--- src/sv/pdtp_pkg.sv ---
package pdtp_pkg;

   localparam int unsigned FIELD_W = 12;

   localparam logic [FIELD_W-1:0] MAX_TAG_BYTES_RESET = 12'd1494;

   localparam logic [15:0] TAG_EOL     = 16'h0000;
   localparam logic [15:0] TAG_SERVICE = 16'h0101;
   localparam logic [15:0] TAG_HOST    = 16'h0103;
   localparam logic [15:0] TAG_COOKIE  = 16'h0104;
   localparam logic [15:0] TAG_RELAY   = 16'h0110;

   typedef enum logic [1:0] {
      STATUS_OK        = 2'd0,
      STATUS_OVER_LEN  = 2'd1,
      STATUS_TRUNCATED = 2'd2
   } status_type;

   typedef struct packed {
      logic [7:0] data_byte;
      logic       last;
      logic       empty_req;
   } item_type;

   typedef struct packed {
      logic [FIELD_W-1:0] offset;
      logic [FIELD_W-1:0] len;
   } rec_type;

   typedef struct packed {
      logic               found;
      logic [FIELD_W-1:0] offset;
      logic [FIELD_W-1:0] len;
   } tag_info_type;

   typedef struct packed {
      status_type   status;
      tag_info_type service;
      logic         relay_found;
      tag_info_type host;
      tag_info_type cookie;
   } result_type;

   typedef struct packed {
      logic     valid;
      logic     advance;
      item_type item;
   } stage_ctl_type;

endpackage

--- src/sv/pdtp_req_if.sv ---
interface pdtp_req_if;
   logic       valid;
   logic       ready;
   logic [7:0] data_byte;
   logic       last;
   logic       empty_req;

   modport source (output valid, data_byte, last, empty_req, input ready);
   modport sink (input valid, data_byte, last, empty_req, output ready);
endinterface

--- src/sv/pdtp_rsp_if.sv ---
interface pdtp_rsp_if;
   logic        valid;
   logic        ready;
   logic [1:0]  status;
   logic        service_found;
   logic [11:0] service_offset;
   logic [11:0] service_len;
   logic        relay_found;
   logic        host_found;
   logic [11:0] host_offset;
   logic [11:0] host_len;
   logic        cookie_found;
   logic [11:0] cookie_offset;
   logic [11:0] cookie_length;

   modport source (
      output valid, status, service_found, service_offset, service_len, relay_found,
             host_found, host_offset, host_len, cookie_found, cookie_offset, cookie_length,
      input ready
   );
   modport sink (
      input valid, status, service_found, service_offset, service_len, relay_found,
            host_found, host_offset, host_len, cookie_found, cookie_offset, cookie_length,
      output ready
   );
endinterface

--- src/sv/pdtp_in_reg.sv ---
module pdtp_in_reg
   import pdtp_pkg::*;
(
   input  logic          clock,
   input  logic          reset,
   pdtp_req_if.sink      req,
   input  logic          advance,
   output stage_ctl_type stage
);

   logic     valid_ff;
   logic     valid_in;
   item_type item_ff;
   logic     take;

   assign req.ready = !valid_ff || advance;
   assign take      = req.valid && req.ready;
   assign valid_in  = take ? 1'b1 : (advance ? 1'b0 : valid_ff);

   always_ff @(posedge clock) begin
      if (reset) begin
         valid_ff <= 1'b0;
      end else begin
         valid_ff <= valid_in;
      end
   end

   always_ff @(posedge clock) begin
      if (take) begin
         item_ff <= '{data_byte: req.data_byte, last: req.last, empty_req: req.empty_req};
      end
   end

   assign stage.valid   = valid_ff;
   assign stage.advance = advance;
   assign stage.item    = item_ff;

endmodule

--- src/sv/pdtp_tag_walker.sv ---
module pdtp_tag_walker
   import pdtp_pkg::*;
#(
   parameter int unsigned MAX_AREA_BYTES = 4096
) (
   input  logic               clock,
   input  logic               reset,
   input  stage_ctl_type      stage,
   input  logic [FIELD_W-1:0] max_tag_bytes,
   output result_type         result
);

   localparam int unsigned CW   = $clog2(MAX_AREA_BYTES);
   localparam int unsigned CMPW = (CW > FIELD_W) ? CW : FIELD_W;
   localparam logic [CW-1:0] COUNT_MAX = CW'(MAX_AREA_BYTES - 1);

   localparam int unsigned FL_SERVICE = 0;
   localparam int unsigned FL_RELAY   = 1;
   localparam int unsigned FL_HOST    = 2;
   localparam int unsigned FL_COOKIE  = 3;

   typedef enum logic [1:0] {
      PH_HEADER = 2'd0,
      PH_VALUE  = 2'd1,
      PH_DONE   = 2'd2
   } phase_type;

   logic [CW-1:0] cnt_ff, cnt_in;
   logic          over_ff, over_in;
   phase_type     phase_ff, phase_in;
   logic [1:0]    hpos_ff, hpos_in;
   logic [23:0]   hshift_ff, hshift_in;
   logic [15:0]   vleft_ff, vleft_in;
   logic [3:0]    flags_ff, flags_in;
   rec_type       service_ff, service_in;
   rec_type       host_ff, host_in;
   rec_type       cookie_ff, cookie_in;

   logic [15:0]   tag_kind;
   logic [15:0]   tag_len;
   logic [CMPW-1:0] cnt_ext;
   rec_type       new_rec;
   status_type    status;
   logic          fire;

   assign fire     = stage.valid && stage.advance;
   assign tag_kind = hshift_ff[23:8];
   assign tag_len  = {hshift_ff[7:0], stage.item.data_byte};

   always_comb begin
      cnt_in     = cnt_ff;
      over_in    = over_ff;
      phase_in   = phase_ff;
      hpos_in    = hpos_ff;
      hshift_in  = hshift_ff;
      vleft_in   = vleft_ff;
      flags_in   = flags_ff;
      service_in = service_ff;
      host_in    = host_ff;
      cookie_in  = cookie_ff;
      cnt_ext    = '0;
      new_rec    = '0;
      if (!stage.item.empty_req) begin
         if (cnt_ff >= COUNT_MAX) begin
            over_in = 1'b1;
         end else begin
            cnt_in = cnt_ff + CW'(1);
         end
         cnt_ext = CMPW'(cnt_in);
         new_rec = '{offset: cnt_ext[FIELD_W-1:0], len: tag_len[FIELD_W-1:0]};
         case (phase_ff)
            PH_HEADER: begin
               if (hpos_ff != 2'd3) begin
                  hshift_in = {hshift_ff[15:0], stage.item.data_byte};
                  hpos_in   = hpos_ff + 2'd1;
               end else begin
                  hpos_in   = 2'd0;
                  hshift_in = '0;
                  if (tag_kind == TAG_EOL) begin
                     phase_in = PH_DONE;
                  end else begin
                     case (tag_kind)
                        TAG_SERVICE: begin
                           flags_in[FL_SERVICE] = 1'b1;
                           service_in = new_rec;
                        end
                        TAG_HOST: begin
                           flags_in[FL_HOST] = 1'b1;
                           host_in = new_rec;
                        end
                        TAG_COOKIE: begin
                           flags_in[FL_COOKIE] = 1'b1;
                           cookie_in = new_rec;
                        end
                        TAG_RELAY: begin
                           flags_in[FL_RELAY] = 1'b1;
                        end
                        default: begin
                        end
                     endcase
                     vleft_in = tag_len;
                     if (tag_len != 16'd0) begin
                        phase_in = PH_VALUE;
                     end
                  end
               end
            end
            PH_VALUE: begin
               vleft_in = vleft_ff - 16'd1;
               if (vleft_in == 16'd0) begin
                  phase_in = PH_HEADER;
               end
            end
            default: begin
            end
         endcase
      end
   end

   always_comb begin
      if (over_in || (CMPW'(cnt_in) > CMPW'(max_tag_bytes))) begin
         status = STATUS_OVER_LEN;
      end else if (phase_in == PH_DONE) begin
         status = STATUS_OK;
      end else if (phase_in == PH_VALUE || hpos_in != 2'd0) begin
         status = STATUS_TRUNCATED;
      end else begin
         status = STATUS_OK;
      end
      result = '0;
      result.status = status;
      if (status == STATUS_OK) begin
         result.relay_found = flags_in[FL_RELAY];
         if (flags_in[FL_SERVICE]) begin
            result.service = '{found: 1'b1, offset: service_in.offset, len: service_in.len};
         end
         if (flags_in[FL_HOST]) begin
            result.host = '{found: 1'b1, offset: host_in.offset, len: host_in.len};
         end
         if (flags_in[FL_COOKIE]) begin
            result.cookie = '{found: 1'b1, offset: cookie_in.offset, len: cookie_in.len};
         end
      end
   end

   always_ff @(posedge clock) begin
      if (reset || (fire && stage.item.last)) begin
         cnt_ff     <= '0;
         over_ff    <= 1'b0;
         phase_ff   <= PH_HEADER;
         hpos_ff    <= '0;
         hshift_ff  <= '0;
         vleft_ff   <= '0;
         flags_ff   <= '0;
         service_ff <= '0;
         host_ff    <= '0;
         cookie_ff  <= '0;
      end else if (fire) begin
         cnt_ff     <= cnt_in;
         over_ff    <= over_in;
         phase_ff   <= phase_in;
         hpos_ff    <= hpos_in;
         hshift_ff  <= hshift_in;
         vleft_ff   <= vleft_in;
         flags_ff   <= flags_in;
         service_ff <= service_in;
         host_ff    <= host_in;
         cookie_ff  <= cookie_in;
      end
   end

endmodule

--- src/sv/pdtp_out_reg.sv ---
module pdtp_out_reg
   import pdtp_pkg::*;
(
   input  logic       clock,
   input  logic       reset,
   input  logic       load,
   input  result_type result,
   output logic       free,
   pdtp_rsp_if.source rsp
);

   logic       valid_ff;
   logic       valid_in;
   result_type res_ff;

   assign free     = !valid_ff || rsp.ready;
   assign valid_in = load ? 1'b1 : (rsp.ready ? 1'b0 : valid_ff);

   always_ff @(posedge clock) begin
      if (reset) begin
         valid_ff <= 1'b0;
      end else begin
         valid_ff <= valid_in;
      end
   end

   always_ff @(posedge clock) begin
      if (load) begin
         res_ff <= result;
      end
   end

   assign rsp.valid          = valid_ff;
   assign rsp.status         = res_ff.status;
   assign rsp.service_found  = res_ff.service.found;
   assign rsp.service_offset = res_ff.service.offset;
   assign rsp.service_len    = res_ff.service.len;
   assign rsp.relay_found    = res_ff.relay_found;
   assign rsp.host_found     = res_ff.host.found;
   assign rsp.host_offset    = res_ff.host.offset;
   assign rsp.host_len       = res_ff.host.len;
   assign rsp.cookie_found   = res_ff.cookie.found;
   assign rsp.cookie_offset  = res_ff.cookie.offset;
   assign rsp.cookie_length  = res_ff.cookie.len;

endmodule

--- src/sv/pppoe_discovery_tag_parser_core.sv ---
// channel | direction | transfer                  | payload
// req     | in        | valid && ready at clock   | data_byte, last, empty_req
// rsp     | out       | valid && ready at clock   | status and tag summary
// csr     | in        | csr_we at clock           | csr_wdata = max_tag_bytes
//
// One item per cycle unless a held summary stalls a last item: input register, one pass of tag logic, result register.
// A summary is loaded into the result register when its last item, held in the input register, advances.
// Reset clears packet state and loads max_tag_bytes with 1494.
// A held summary stalls only items marked last; other bytes keep flowing.
module pppoe_discovery_tag_parser_core
   import pdtp_pkg::*;
#(
   parameter int unsigned MAX_AREA_BYTES = 4096
) (
   input  logic               clock,
   input  logic               reset,
   pdtp_req_if.sink           req,
   pdtp_rsp_if.source         rsp,
   input  logic               csr_we,
   input  logic [FIELD_W-1:0] csr_wdata
);

   logic [FIELD_W-1:0] max_ff;
   stage_ctl_type      stage;
   result_type         result;
   logic               out_free;
   logic               advance;

   always_ff @(posedge clock) begin
      if (reset) begin
         max_ff <= MAX_TAG_BYTES_RESET;
      end else if (csr_we) begin
         max_ff <= csr_wdata;
      end
   end

   assign advance = stage.valid && (!stage.item.last || out_free);

   pdtp_in_reg u_in_reg (
      .clock   (clock),
      .reset   (reset),
      .req     (req),
      .advance (advance),
      .stage   (stage)
   );

   pdtp_tag_walker #(
      .MAX_AREA_BYTES (MAX_AREA_BYTES)
   ) u_walker (
      .clock         (clock),
      .reset         (reset),
      .stage         (stage),
      .max_tag_bytes (max_ff),
      .result        (result)
   );

   pdtp_out_reg u_out_reg (
      .clock  (clock),
      .reset  (reset),
      .load   (advance && stage.item.last),
      .result (result),
      .free   (out_free),
      .rsp    (rsp)
   );

endmodule
--- src/flat_wrapper.sv ---
// flat-port wrapper written by rule: the top's interface ports become plain ports
module pppoe_discovery_tag_parser_core_flat import pdtp_pkg::*;
#(
   parameter int unsigned MAX_AREA_BYTES = 4096
)
  (clock, reset, csr_we, csr_wdata, req_valid, req_data_byte, req_last, req_empty_req, req_ready, rsp_valid, rsp_status, rsp_service_found, rsp_service_offset, rsp_service_len, rsp_relay_found, rsp_host_found, rsp_host_offset, rsp_host_len, rsp_cookie_found, rsp_cookie_offset, rsp_cookie_length, rsp_ready);
  pdtp_req_if req_i ();
  pdtp_rsp_if rsp_i ();
  input  logic clock;
  input  logic reset;
  input  logic csr_we;
  input  logic [FIELD_W-1:0] csr_wdata;
  input wire logic [$bits(req_i.valid)-1:0] req_valid;
  input wire logic [$bits(req_i.data_byte)-1:0] req_data_byte;
  input wire logic [$bits(req_i.last)-1:0] req_last;
  input wire logic [$bits(req_i.empty_req)-1:0] req_empty_req;
  output wire logic [$bits(req_i.ready)-1:0] req_ready;
  output wire logic [$bits(rsp_i.valid)-1:0] rsp_valid;
  output wire logic [$bits(rsp_i.status)-1:0] rsp_status;
  output wire logic [$bits(rsp_i.service_found)-1:0] rsp_service_found;
  output wire logic [$bits(rsp_i.service_offset)-1:0] rsp_service_offset;
  output wire logic [$bits(rsp_i.service_len)-1:0] rsp_service_len;
  output wire logic [$bits(rsp_i.relay_found)-1:0] rsp_relay_found;
  output wire logic [$bits(rsp_i.host_found)-1:0] rsp_host_found;
  output wire logic [$bits(rsp_i.host_offset)-1:0] rsp_host_offset;
  output wire logic [$bits(rsp_i.host_len)-1:0] rsp_host_len;
  output wire logic [$bits(rsp_i.cookie_found)-1:0] rsp_cookie_found;
  output wire logic [$bits(rsp_i.cookie_offset)-1:0] rsp_cookie_offset;
  output wire logic [$bits(rsp_i.cookie_length)-1:0] rsp_cookie_length;
  input wire logic [$bits(rsp_i.ready)-1:0] rsp_ready;
  assign req_i.valid = req_valid;
  assign req_i.data_byte = req_data_byte;
  assign req_i.last = req_last;
  assign req_i.empty_req = req_empty_req;
  assign req_ready = req_i.ready;
  assign rsp_valid = rsp_i.valid;
  assign rsp_status = rsp_i.status;
  assign rsp_service_found = rsp_i.service_found;
  assign rsp_service_offset = rsp_i.service_offset;
  assign rsp_service_len = rsp_i.service_len;
  assign rsp_relay_found = rsp_i.relay_found;
  assign rsp_host_found = rsp_i.host_found;
  assign rsp_host_offset = rsp_i.host_offset;
  assign rsp_host_len = rsp_i.host_len;
  assign rsp_cookie_found = rsp_i.cookie_found;
  assign rsp_cookie_offset = rsp_i.cookie_offset;
  assign rsp_cookie_length = rsp_i.cookie_length;
  assign rsp_i.ready = rsp_ready;
  pppoe_discovery_tag_parser_core #(.MAX_AREA_BYTES(MAX_AREA_BYTES)) u_core (.clock(clock), .reset(reset), .req(req_i), .rsp(rsp_i), .csr_we(csr_we), .csr_wdata(csr_wdata));
endmodule
--- config.mk ---
export PLATFORM = sky130hd
export DESIGN_NAME = pppoe_discovery_tag_parser_core_flat
export DESIGN_NICKNAME = d
export VERILOG_FILES = /design/src/sv/pdtp_pkg.sv /design/src/sv/pdtp_req_if.sv /design/src/sv/pdtp_rsp_if.sv /design/src/sv/pdtp_in_reg.sv /design/src/sv/pdtp_tag_walker.sv /design/src/sv/pdtp_out_reg.sv /design/src/sv/pppoe_discovery_tag_parser_core.sv /design/src/flat_wrapper.sv
export SDC_FILE = /design/constraint.sdc
export NUM_CORES = 1
export LEC_CHECK = 0
export BUFFER_PORTS_ARGS = -buffer_cell sky130_fd_sc_hd__buf_2
export CORE_MARGIN = 2
export CORE_UTILIZATION = 64
export CTS_CLUSTER_DIAMETER = 80
export DETAILED_ROUTE_END_ITERATION = 16
export GPL_TIMING_DRIVEN = 0
export HOLD_SLACK_MARGIN = 0.03
export PLACE_DENSITY = 0.85
export SLEW_MARGIN = 0
export SYNTH_ARGS = -nofsm -noshare
export SYNTH_HDL_FRONTEND = slang
export SYNTH_SLANG_ARGS = --single-unit
--- constraint.sdc ---
create_clock -name clock -period 11.9 [get_ports clock]
set_input_delay 1.19 -clock clock [delete_from_list [all_inputs] [get_ports clock]]
set_output_delay 1.19 -clock clock [all_outputs]
set_load 0.05 [all_outputs]
Word level (Yosys, flattened, before mapping)
Index checks and enable logic that the tools add are counted.
- memories: 0
- bits in latches: 0
- input port bits: 27
- logic and storage cells: 124
- output and inout bits: 80
- register bits: 235
- memory bits (writable): 0
- memory bits (read-only): 0
- shift operators: 0
- reductions and logical operators: 28
- bitwise operators: 1
- divide/modulo/power cells: 0
- eq/ne operators: 10
- order comparisons: 2
- multipliers: 0
- mux-type cells: 50
- $add $sub $neg: 3
- operator list (cell ; number):
    24-bit two-way mux ; 16
    25-bit two-way mux ; 3
    16-bit by 9-bit == test with 1-bit output, second input constant ; 4
    16-bit logical NOT ; 2
    16-bit two-way mux ; 2
    16-bit case mux with 2 select lines ; 1
    12-bit two-way mux ; 2
    2-bit two-way mux ; 11
    4-bit two-way mux ; 4
    16-bit nonzero test ; 1
    16-bit by 1-bit subtractor with 16-bit output, second input constant ; 1
    12-bit by 1-bit adder with 12-bit output, second input constant ; 1
    12-bit greater-or-equal comparator, second input constant ; 1
    12-bit greater-than comparator ; 1
    1-bit two-way mux ; 10
    2-bit nonzero test ; 4
    1-bit logical OR ; 6
    2-bit inequality test, second input constant ; 3
    2-bit AND reduction ; 3
    1-bit logical AND ; 5
    5-bit AND reduction ; 1
    2-bit by 1-bit == test with 1-bit output, second input constant ; 2
    2-bit logical NOT ; 2
    2-bit case mux with 2 select lines ; 1
    other kinds (5) ; 7

Depth between registers and ports, before layout
Gate-level depths: netlist of run 1.
- depth after elaboration: 13
- mapped depth: 14
- depth with buffers taken out: 13

Cells and area by module
Synthesis of run 1 repeated with hierarchy kept, for this count alone.
- cells, all modules: 1306
- area, all modules: 11265.8 um^2
- modules (own cells, without submodules) (module ; instances ; seq. area each (um^2) ; area each (um^2) ; cells each):
    pdtp_tag_walker ; 1 ; 2662.6 ; 8044.0 ; 1165
    pdtp_out_reg ; 1 ; 2362.3 ; 2388.5 ; 82
    pppoe_discovery_tag_parser_core ; 1 ; 240.2 ; 462.9 ; 42
    pdtp_in_reg ; 1 ; 320.3 ; 370.4 ; 17

Worst setup path before layout of run 1
No wires, ideal clock.
- kind: register to register
- from: register u_core.u_walker.cnt_ff[3]
- to: register u_core.u_out_reg.res_ff (netlist bit u_core.u_out_reg.rsp.host_offset[10]), data pin
- clock period less this slack: 4469 ps
- setup slack: 7431 ps
- cell stages (with the launch flop): 15
- required time: 11748 ps
- library setup time: 152 ps
- arrival: 4317 ps
- path buffers: 3
- cells stage by stage: dfxtp_1 > clkbuf_1 > nand2_1 > nor4_1 > clkbuf_1 > mux2i_1 > a21oi_1 > ha_1 > nor2b_1 > o211ai_1 > a211oi_1 > o41ai_1 > nand2_1 > clkbuf_1 > nor3_2
- longest elaborated chain between the ends: 8
- elaborated cells on any way between the ends: 16
- classes of those cells: 1 x add/sub; 2 x order compare; 10 x mux; 3 x reduce/logical
- ends and longest elaborated chain (what ; RTL line ; text):
    start: declaration ; pdtp_tag_walker.sv:28 ; logic [CW-1:0] cnt_ff, cnt_in;
    start signal: assignment ; pdtp_tag_walker.sv:159 ; cnt_ff <= cnt_in;
    12-bit greater-or-equal comparator ; pdtp_tag_walker.sv:64 ; if (cnt_ff >= COUNT_MAX) begin
    12-bit two-way mux ; pdtp_tag_walker.sv:64 ;
    12-bit two-way mux ; pdtp_tag_walker.sv:63 ; if (!stage.item.empty_req) begin
    net u_core.u_walker.cnt_in[1] ; pdtp_tag_walker.sv:28 ;
    12-bit greater-than comparator ; pdtp_tag_walker.sv:121 ; if (over_in || (CMPW'(cnt_in) > CMPW'(max_tag_bytes))) begin
    1-bit logical OR ; pdtp_tag_walker.sv:121 ;
    2-bit two-way mux ; pdtp_tag_walker.sv:121 ;
    2-bit logical NOT ; pdtp_tag_walker.sv:132 ; if (status == STATUS_OK) begin
    2-bit AND reduction (no source line) ; n/a ;
    end signal: assignment ; pdtp_out_reg.sv:29 ; res_ff <= result;
    end: declaration ; pdtp_out_reg.sv:14 ; result_type res_ff;
The timed path passes the listed nets, and every way through them passes these cells.
A chain may end at the register's enable or synchronous reset.

==> reports/qor.csv, run 1 <==
metric;value;unit
Final Max Slew Viols;0;
VDD IR max;0.178;mV
FP Rows;47;
cts repair resizes;0;
unrepaired setup endpoints after global routing;false;
Reg area;0.00559;mm²
CP Data Required Time;12.20;ns
Chip Height;135;µm
cts hold-fix bufs;0;
most frequent cells in the layout;159 x nand2_1, 147 x dfxtp_1, 141 x nor2_1, 121 x a21oi_1, 110 x buf_2;
DR WL/cell;19.7;µm
CP max FO;10;
clock skew;0.0101;ns
footprint of the multi-input gates;0.00483;mm²
CTS root buffer;clkbuf_16;
Die ar.;0.0183;mm²
Post-synth top flop;dfxtp_1;
Vias/cell;6.30;
fin nets;1419;
Final Hold Viols;0;
number of synthesized flops with an enable pin;88;
pwr dens;136;mW/mm²
first-pass GRT wire length;49200;µm
Fillers;1223;
Mapped Cells;1245;
DRC Markers;0;
IO buf count;104;
via count;10168;
Final Routed Wirelength;31800;µm
max_cap viols;0;
sequential-to-total area share from yosys stat;50.8;%
CTS tree;built;
Starting Density;65.9;%
Final min period;6.04;ns
iteration count of the initial detailed-routing pass;6;
Skew-Pair Late Insertion Delay;0.52;ns
layout cells sized above 1;14.6;%
Mapped Nets;1288;
Clk pin slew, worst setup/hold paths;0.07;ns
setup bufs post-CTS;0;
vias in the first global route;9244;
antenna-violating nets left;0;
initial antenna violation count;0;
H-Tree Depth;1;
register bit total from synthesis;235;
IO Pins;107;
Distinct cells, synth;57;
largest net degree at the start of global routing;68;
cts bufs inserted;24;
signal arrival time at the worst endpoint;6.34;ns
Crit Path Class;reg2reg;
DRT iter0 DRCs;1445;
total negative slack;0;ns
GP Congestion;0.928;
Post-synth ARST share;0;%
Mean Syn Cell Area;8.84;µm²
n_diodes;0;
Fmax;166;MHz
clk buf depth;3;
GRT Util Overall;34.2;%
Mapped Area;0.0110;mm²
area share of the leading cell type in the synthesized netlist;26.7;%
clk sink count;235;
post-synth top area cell;dfxtp_1;
DP HPWL;21500;µm
Tcrit/Tclk final;50.8;%
leak pwr;0.00434;µW
startpoint class of the critical path;flop;
most common cell after layout, fill and taps aside;nand2_1;
endpoints failing setup;0;
cell area after layout;0.0126;mm²
max_slew headroom;28.7;%
DP Area;0.0118;mm²
worst hold path type;reg2reg;
Slew @ Worst Pin;1.04;ns
Area Growth Syn to Fin;14.7;%
Yosys warnings;0;
synth top area cells;dfxtp_1 27%, edfxtp_1 24%, a21oi_1 5.5%;
endpoint type of the worst setup path;flop;
run status;completed;
Die Wd;135;µm
core area;0.0167;mm²
Congestion Overflow GR;0;
[report_power, final]
group | internal [µW] | switching [µW]
combinational | 25.4 | 89.5
sequential | 845 | 5.11
clock | 438 | 315
[worst max-delay path: stages, from the launching register on]
cell	delay [ns]
dfxtp_1	0.31
clkbuf_1	0.31
nand2_1	0.28
nor4_1	0.55
clkbuf_1	0.50
mux2i_1	0.92
a21oi_1	0.20
ha_1	0.35
nor2b_1	0.13
o211ai_1	0.15
a211oi_1	0.11
o41ai_2	0.68
nand2_1	0.52
clkbuf_1	0.44
a211oi_1	0.37
[metal layers]
layer | part of all wire (%) | GRT usage (%) | vias to the layer above
li1 | - | - | 4701
met1 | 39 | 47.1 | 4676
met2 | 46 | 54.7 | 711
met3 | 11 | 5.35 | 80
met4 | 3.5 | 13.3 | 0
met5 | 0 | 0 | -
[stage by stage]
| stage | setup WS (ns) | utilization [%] | hold slack (ns) | cells | power, µW |
|---|---|---|---|---|---|
| 2_1_floorplan | 7.43 | - | 0.427 | 1245 | 944 |
| 3_3_place_gp | 5.74 | 70.7 | 0.435 | 1569 | 977 |
| 3_5_place_dp | 5.67 | 70.9 | 0.442 | 1570 | 979 |
| 4_1_cts | 5.57 | 75.5 | 0.452 | 1614 | 1720 |
| 5_1_grt | 5.55 | 75.6 | 0.464 | 1614 | 1760 |
| 6_report | 5.86 | 75.6 | 0.453 | 1614 | 1720 |
[final cells by class]
class	instances	share of cell area [%]
sequential	235	44.2
multi-input combinational	863	38.3
clock buffer	30	5.26
timing repair buffer	105	4.34
buffer	114	3.77
tap	220	2.18
inverter	33	0.981
clock inverter	14	0.932
[final timing paths]
kind | slack, ns | cells after the start | end | start
worst max register to register | 5.86 | 14 | u_core.u_out_reg.rsp.host_found | u_core.u_walker.cnt_ff[3]
worst max-delay path | 5.86 | 14 | u_core.u_out_reg.rsp.host_found | u_core.u_walker.cnt_ff[3]
worst min-delay path | 0.45 | 2 | u_core.u_walker.service_ff[19] | u_core.u_walker.service_ff[19]
worst min register to register | 0.45 | 2 | u_core.u_walker.service_ff[19] | u_core.u_walker.service_ff[19]
[cell families (layout without fill, tap and decap cells)]
family	Yosys count	count (layout)	share of synthesized area, %
AOI/OAI and AO/OA	292	292	16.2
xor gates and xnor gates	12	12	0.955
adders and majority gates	16	16	1.82
muxes	13	13	1.21
and+or+nand+nor	530	530	23.6
buffers and inverters	147	296	5.45
DFF	235	235	50.8
[synth_stat cells, drive strengths merged (19+ instances only)]
cell type	count
nand2	159
o21ai	31
nand4	19
a21oi	121
o211ai	19
a31oi	36
nor2	141
nand3	49
buf	20
dfxtp	147
nor3	69
inv	33
edfxtp	88
clkbuf	94
a211oi	43
[flip-flops by register name, indices dropped and copies added, names as in the netlist, 2 cells and up]
register / count
u_core.u_walker.vleft_ff: 16
u_core.u_walker.service_ff: 24
u_core.u_walker.cnt_ff: 12
u_core.u_out_reg.rsp.service_offset: 12
u_core.u_walker.hpos_ff: 2
u_core.u_out_reg.rsp.status: 2
u_core.u_walker.flags_ff: 4
u_core.u_out_reg.rsp.host_offset: 12
u_core.u_out_reg.rsp.cookie_offset: 12
u_core.u_walker.host_ff: 24
u_core.u_in_reg.stage: 10
u_core.max_ff: 12
u_core.u_out_reg.rsp.service_len: 12
u_core.u_walker.cookie_ff: 24
u_core.u_walker.phase_ff: 2
u_core.u_out_reg.rsp.cookie_length: 12
u_core.u_walker.hshift_ff: 24
u_core.u_out_reg.rsp.host_len: 12
(Power assumes the default switching activity.)
==> inputs of run 2 (changes only) <==
--- a/config.mk
+++ b/config.mk
@@ -7,12 +7,12 @@
 export LEC_CHECK = 0
 export BUFFER_PORTS_ARGS = -buffer_cell sky130_fd_sc_hd__buf_2
 export CORE_MARGIN = 2
-export CORE_UTILIZATION = 64
+export CORE_UTILIZATION = 54
 export CTS_CLUSTER_DIAMETER = 80
 export DETAILED_ROUTE_END_ITERATION = 16
 export GPL_TIMING_DRIVEN = 0
 export HOLD_SLACK_MARGIN = 0.03
-export PLACE_DENSITY = 0.85
+export PLACE_DENSITY = 0.77
 export SLEW_MARGIN = 0
 export SYNTH_ARGS = -nofsm -noshare
 export SYNTH_HDL_FRONTEND = slang
==> constraint.sdc (replaced) <==
create_clock -name clock -period 5.48 [get_ports clock]
set_input_delay 0.548 -clock clock [delete_from_list [all_inputs] [get_ports clock]]
set_output_delay 0.548 -clock clock [all_outputs]
set_load 0.05 [all_outputs]
==> run 2 against run 1 <==
  * Clock skew increased by 0.022 ns
  * Worst hold slack worse by 0.26 ns
  * Critical path depth did not move
  * Setup slack got worse by 5.6 ns
  * Largest power group unchanged
  * Via count decreased by 1.4%
  * Critical endpoint is now u_core.u_out_reg.rsp.cookie_offset[1]
  * Clock power increased by 120%
  * First-iteration DRC count shrank 11%
==> reports/qor.csv, run 2 (synthesized netlist as in run 1, its figures left out) <==
metric;value;unit
DRC Markers;0;
total negative slack;0;ns
iteration count of the initial detailed-routing pass;8;
Vias/cell;6.02;
startpoint class of the critical path;flop;
Hold Crit Depth;1;
Chip Height;147;µm
n_diodes;0;
IO buf count;104;
GRT Util Overall;28.6;%
hold path start;req_data_byte[5];
worst hold path type;in2reg;
DR WL/cell;19.0;µm
core area;0.0201;mm²
Final min period;5.20;ns
run status;completed;
clock skew;0.0326;ns
Crit Path Class;reg2reg;
VDD IR max;0.261;mV
Clk pin slew, worst setup/hold paths;0.06;ns
Congestion Overflow GR;0;
reg2reg setup slack;0.28;ns
fin nets;1420;
cts bufs inserted;25;
Final Max Slew Viols;0;
setup bufs post-CTS;0;
CP Data Required Time;5.76;ns
Fillers;1673;
most frequent cells in the layout;158 x nand2_1, 147 x dfxtp_1, 141 x nor2_1, 121 x a21oi_1, 110 x buf_2;
met2 GRT Util;44.2;%
Die Wd;147;µm
DRT iter0 DRCs;1280;
Die ar.;0.0215;mm²
CTS root buffer;clkbuf_16;
first-pass GRT wire length;49000;µm
DP HPWL;21600;µm
endpoints failing setup;0;
antenna-violating nets left;0;
IO Pins;107;
max_slew headroom;30.7;%
clk buf depth;3;
initial antenna violation count;0;
unrepaired setup endpoints after global routing;false;
endpoint type of the worst setup path;flop;
CTS tree;built;
clk sink count;235;
GRT Max-Usage Layer;met2;
FP Rows;52;
Starting Density;54.7;%
Worst Hold Path EP;u_core.u_in_reg.stage[7];
most common cell after layout, fill and taps aside;nand2_1;
via count;10022;
met3 global-route usage;4.78;%
layout cells sized above 1;15.0;%
CP max FO;10;
Fmax;192;MHz
final hold slack;0.198;ns
Final Routed Wirelength;31600;µm
met1 GRT Util;40.7;%
r2r startpoint;u_core.u_walker.cnt_ff[3];
Skew-Pair Late Insertion Delay;0.55;ns
leak pwr;0.00435;µW
pwr dens;296;mW/mm²
Tcrit/Tclk final;94.8;%
Reg area;0.00559;mm²
vias in the first global route;8968;
Final Hold Viols;0;
reg2reg path depth;14;
footprint of the multi-input gates;0.00487;mm²
signal arrival time at the worst endpoint;5.48;ns
max_cap viols;0;
H-Tree Depth;1;
Area Growth Syn to Fin;15.9;%
Worst R2R End;u_core.u_out_reg.rsp.cookie_offset[1];
cts hold-fix bufs;0;
GP Congestion;0.944;
largest net degree at the start of global routing;72;
Slew @ Worst Pin;1.01;ns
-- run 2: cell types whose count changed in the layout (fill, tap and decap cells not counted), sizes merged --
cell | before | now
inv | 33 | 34
clkbuf | 124 | 127
clkinv | 11 | 8
clkinvlp | 1 | 2
-- run 2: power by group --
group | internal, µW | leakage [µW] | total (µW) | switching [µW]
combinational | 56.0 | 0.00197 | 253 | 197
sequential | 1840 | 0.00198 | 1850 | 10.8
clock | 970 | 0.000397 | 1680 | 706
total | 2860 | 0.00435 | 3780 | 914
-- run 2: per-stage QoR --
stage	total power, µW	instances	util, %	instance area, µm²	setup slack (ns)
after global placement	2130	1619	59.0	11900	-1.00
after global routing	3870	1666	63.4	12800	0.0255
after CTS	3780	1666	63.4	12700	0.155
after detailed placement	2130	1620	59.2	11900	-1.06
after floorplan	2050	1245	-	11000	1.01
final	3780	1666	63.4	12800	0.284
-- run 2: how the worst max path moves through the flow --
stage	start	end	slack, ns	cells past startpoint
2_1_floorplan	u_core.u_walker.cnt_ff[3]	u_core.u_out_reg.rsp.host_offset[10]	1.01	14
3_3_place_gp	u_core.u_walker.cnt_ff[3]	u_core.u_out_reg.rsp.cookie_offset[1]	-1.00	14
3_5_place_dp	u_core.u_walker.cnt_ff[3]	u_core.u_out_reg.rsp.host_offset[4]	-1.06	14
4_1_cts	u_core.u_walker.cnt_ff[3]	u_core.u_out_reg.rsp.host_offset[4]	0.16	14
5_1_grt	u_core.u_walker.cnt_ff[3]	u_core.u_out_reg.rsp.cookie_offset[1]	0.03	14
6_report	u_core.u_walker.cnt_ff[3]	u_core.u_out_reg.rsp.cookie_offset[1]	0.28	14
-- run 2: critical path, cell delays in order (launching register included) --
cell and delay, ns:
dfxtp_1 0.31, clkbuf_1 0.30, nand2_1 0.31, nor4_2 0.51, clkbuf_2 0.35, mux2i_4 0.49
a21oi_1 0.17, ha_1 0.33, nor2b_1 0.13, o211ai_1 0.15, a211oi_1 0.13, o41ai_4 0.54
nand2_2 0.31, clkbuf_1 0.39, nor3_1 0.51
-- run 2: timing repair --
item	in CTS	in global routing
endpoints found under the setup margin	73	52
pin swaps	0	0
gates resized for setup	5	3
-- run 2: metal layers --
metal / wire length, µm / vias to the layer above
li1: - / 4696
met1: 13100 / 4667
met2: 14200 / 578
met3: 3210 / 81
met4: 1140 / 0
met5: 0 / -
-- run 2: cell type report --
cell class	count	share of cell area [%]
clock inverter	13	1.08
inverter	33	0.971
tap	270	2.65
multi-input combinational	863	38.2
clock buffer	33	5.30
buffer	114	3.74
timing repair buffer	105	4.30
sequential	235	43.8
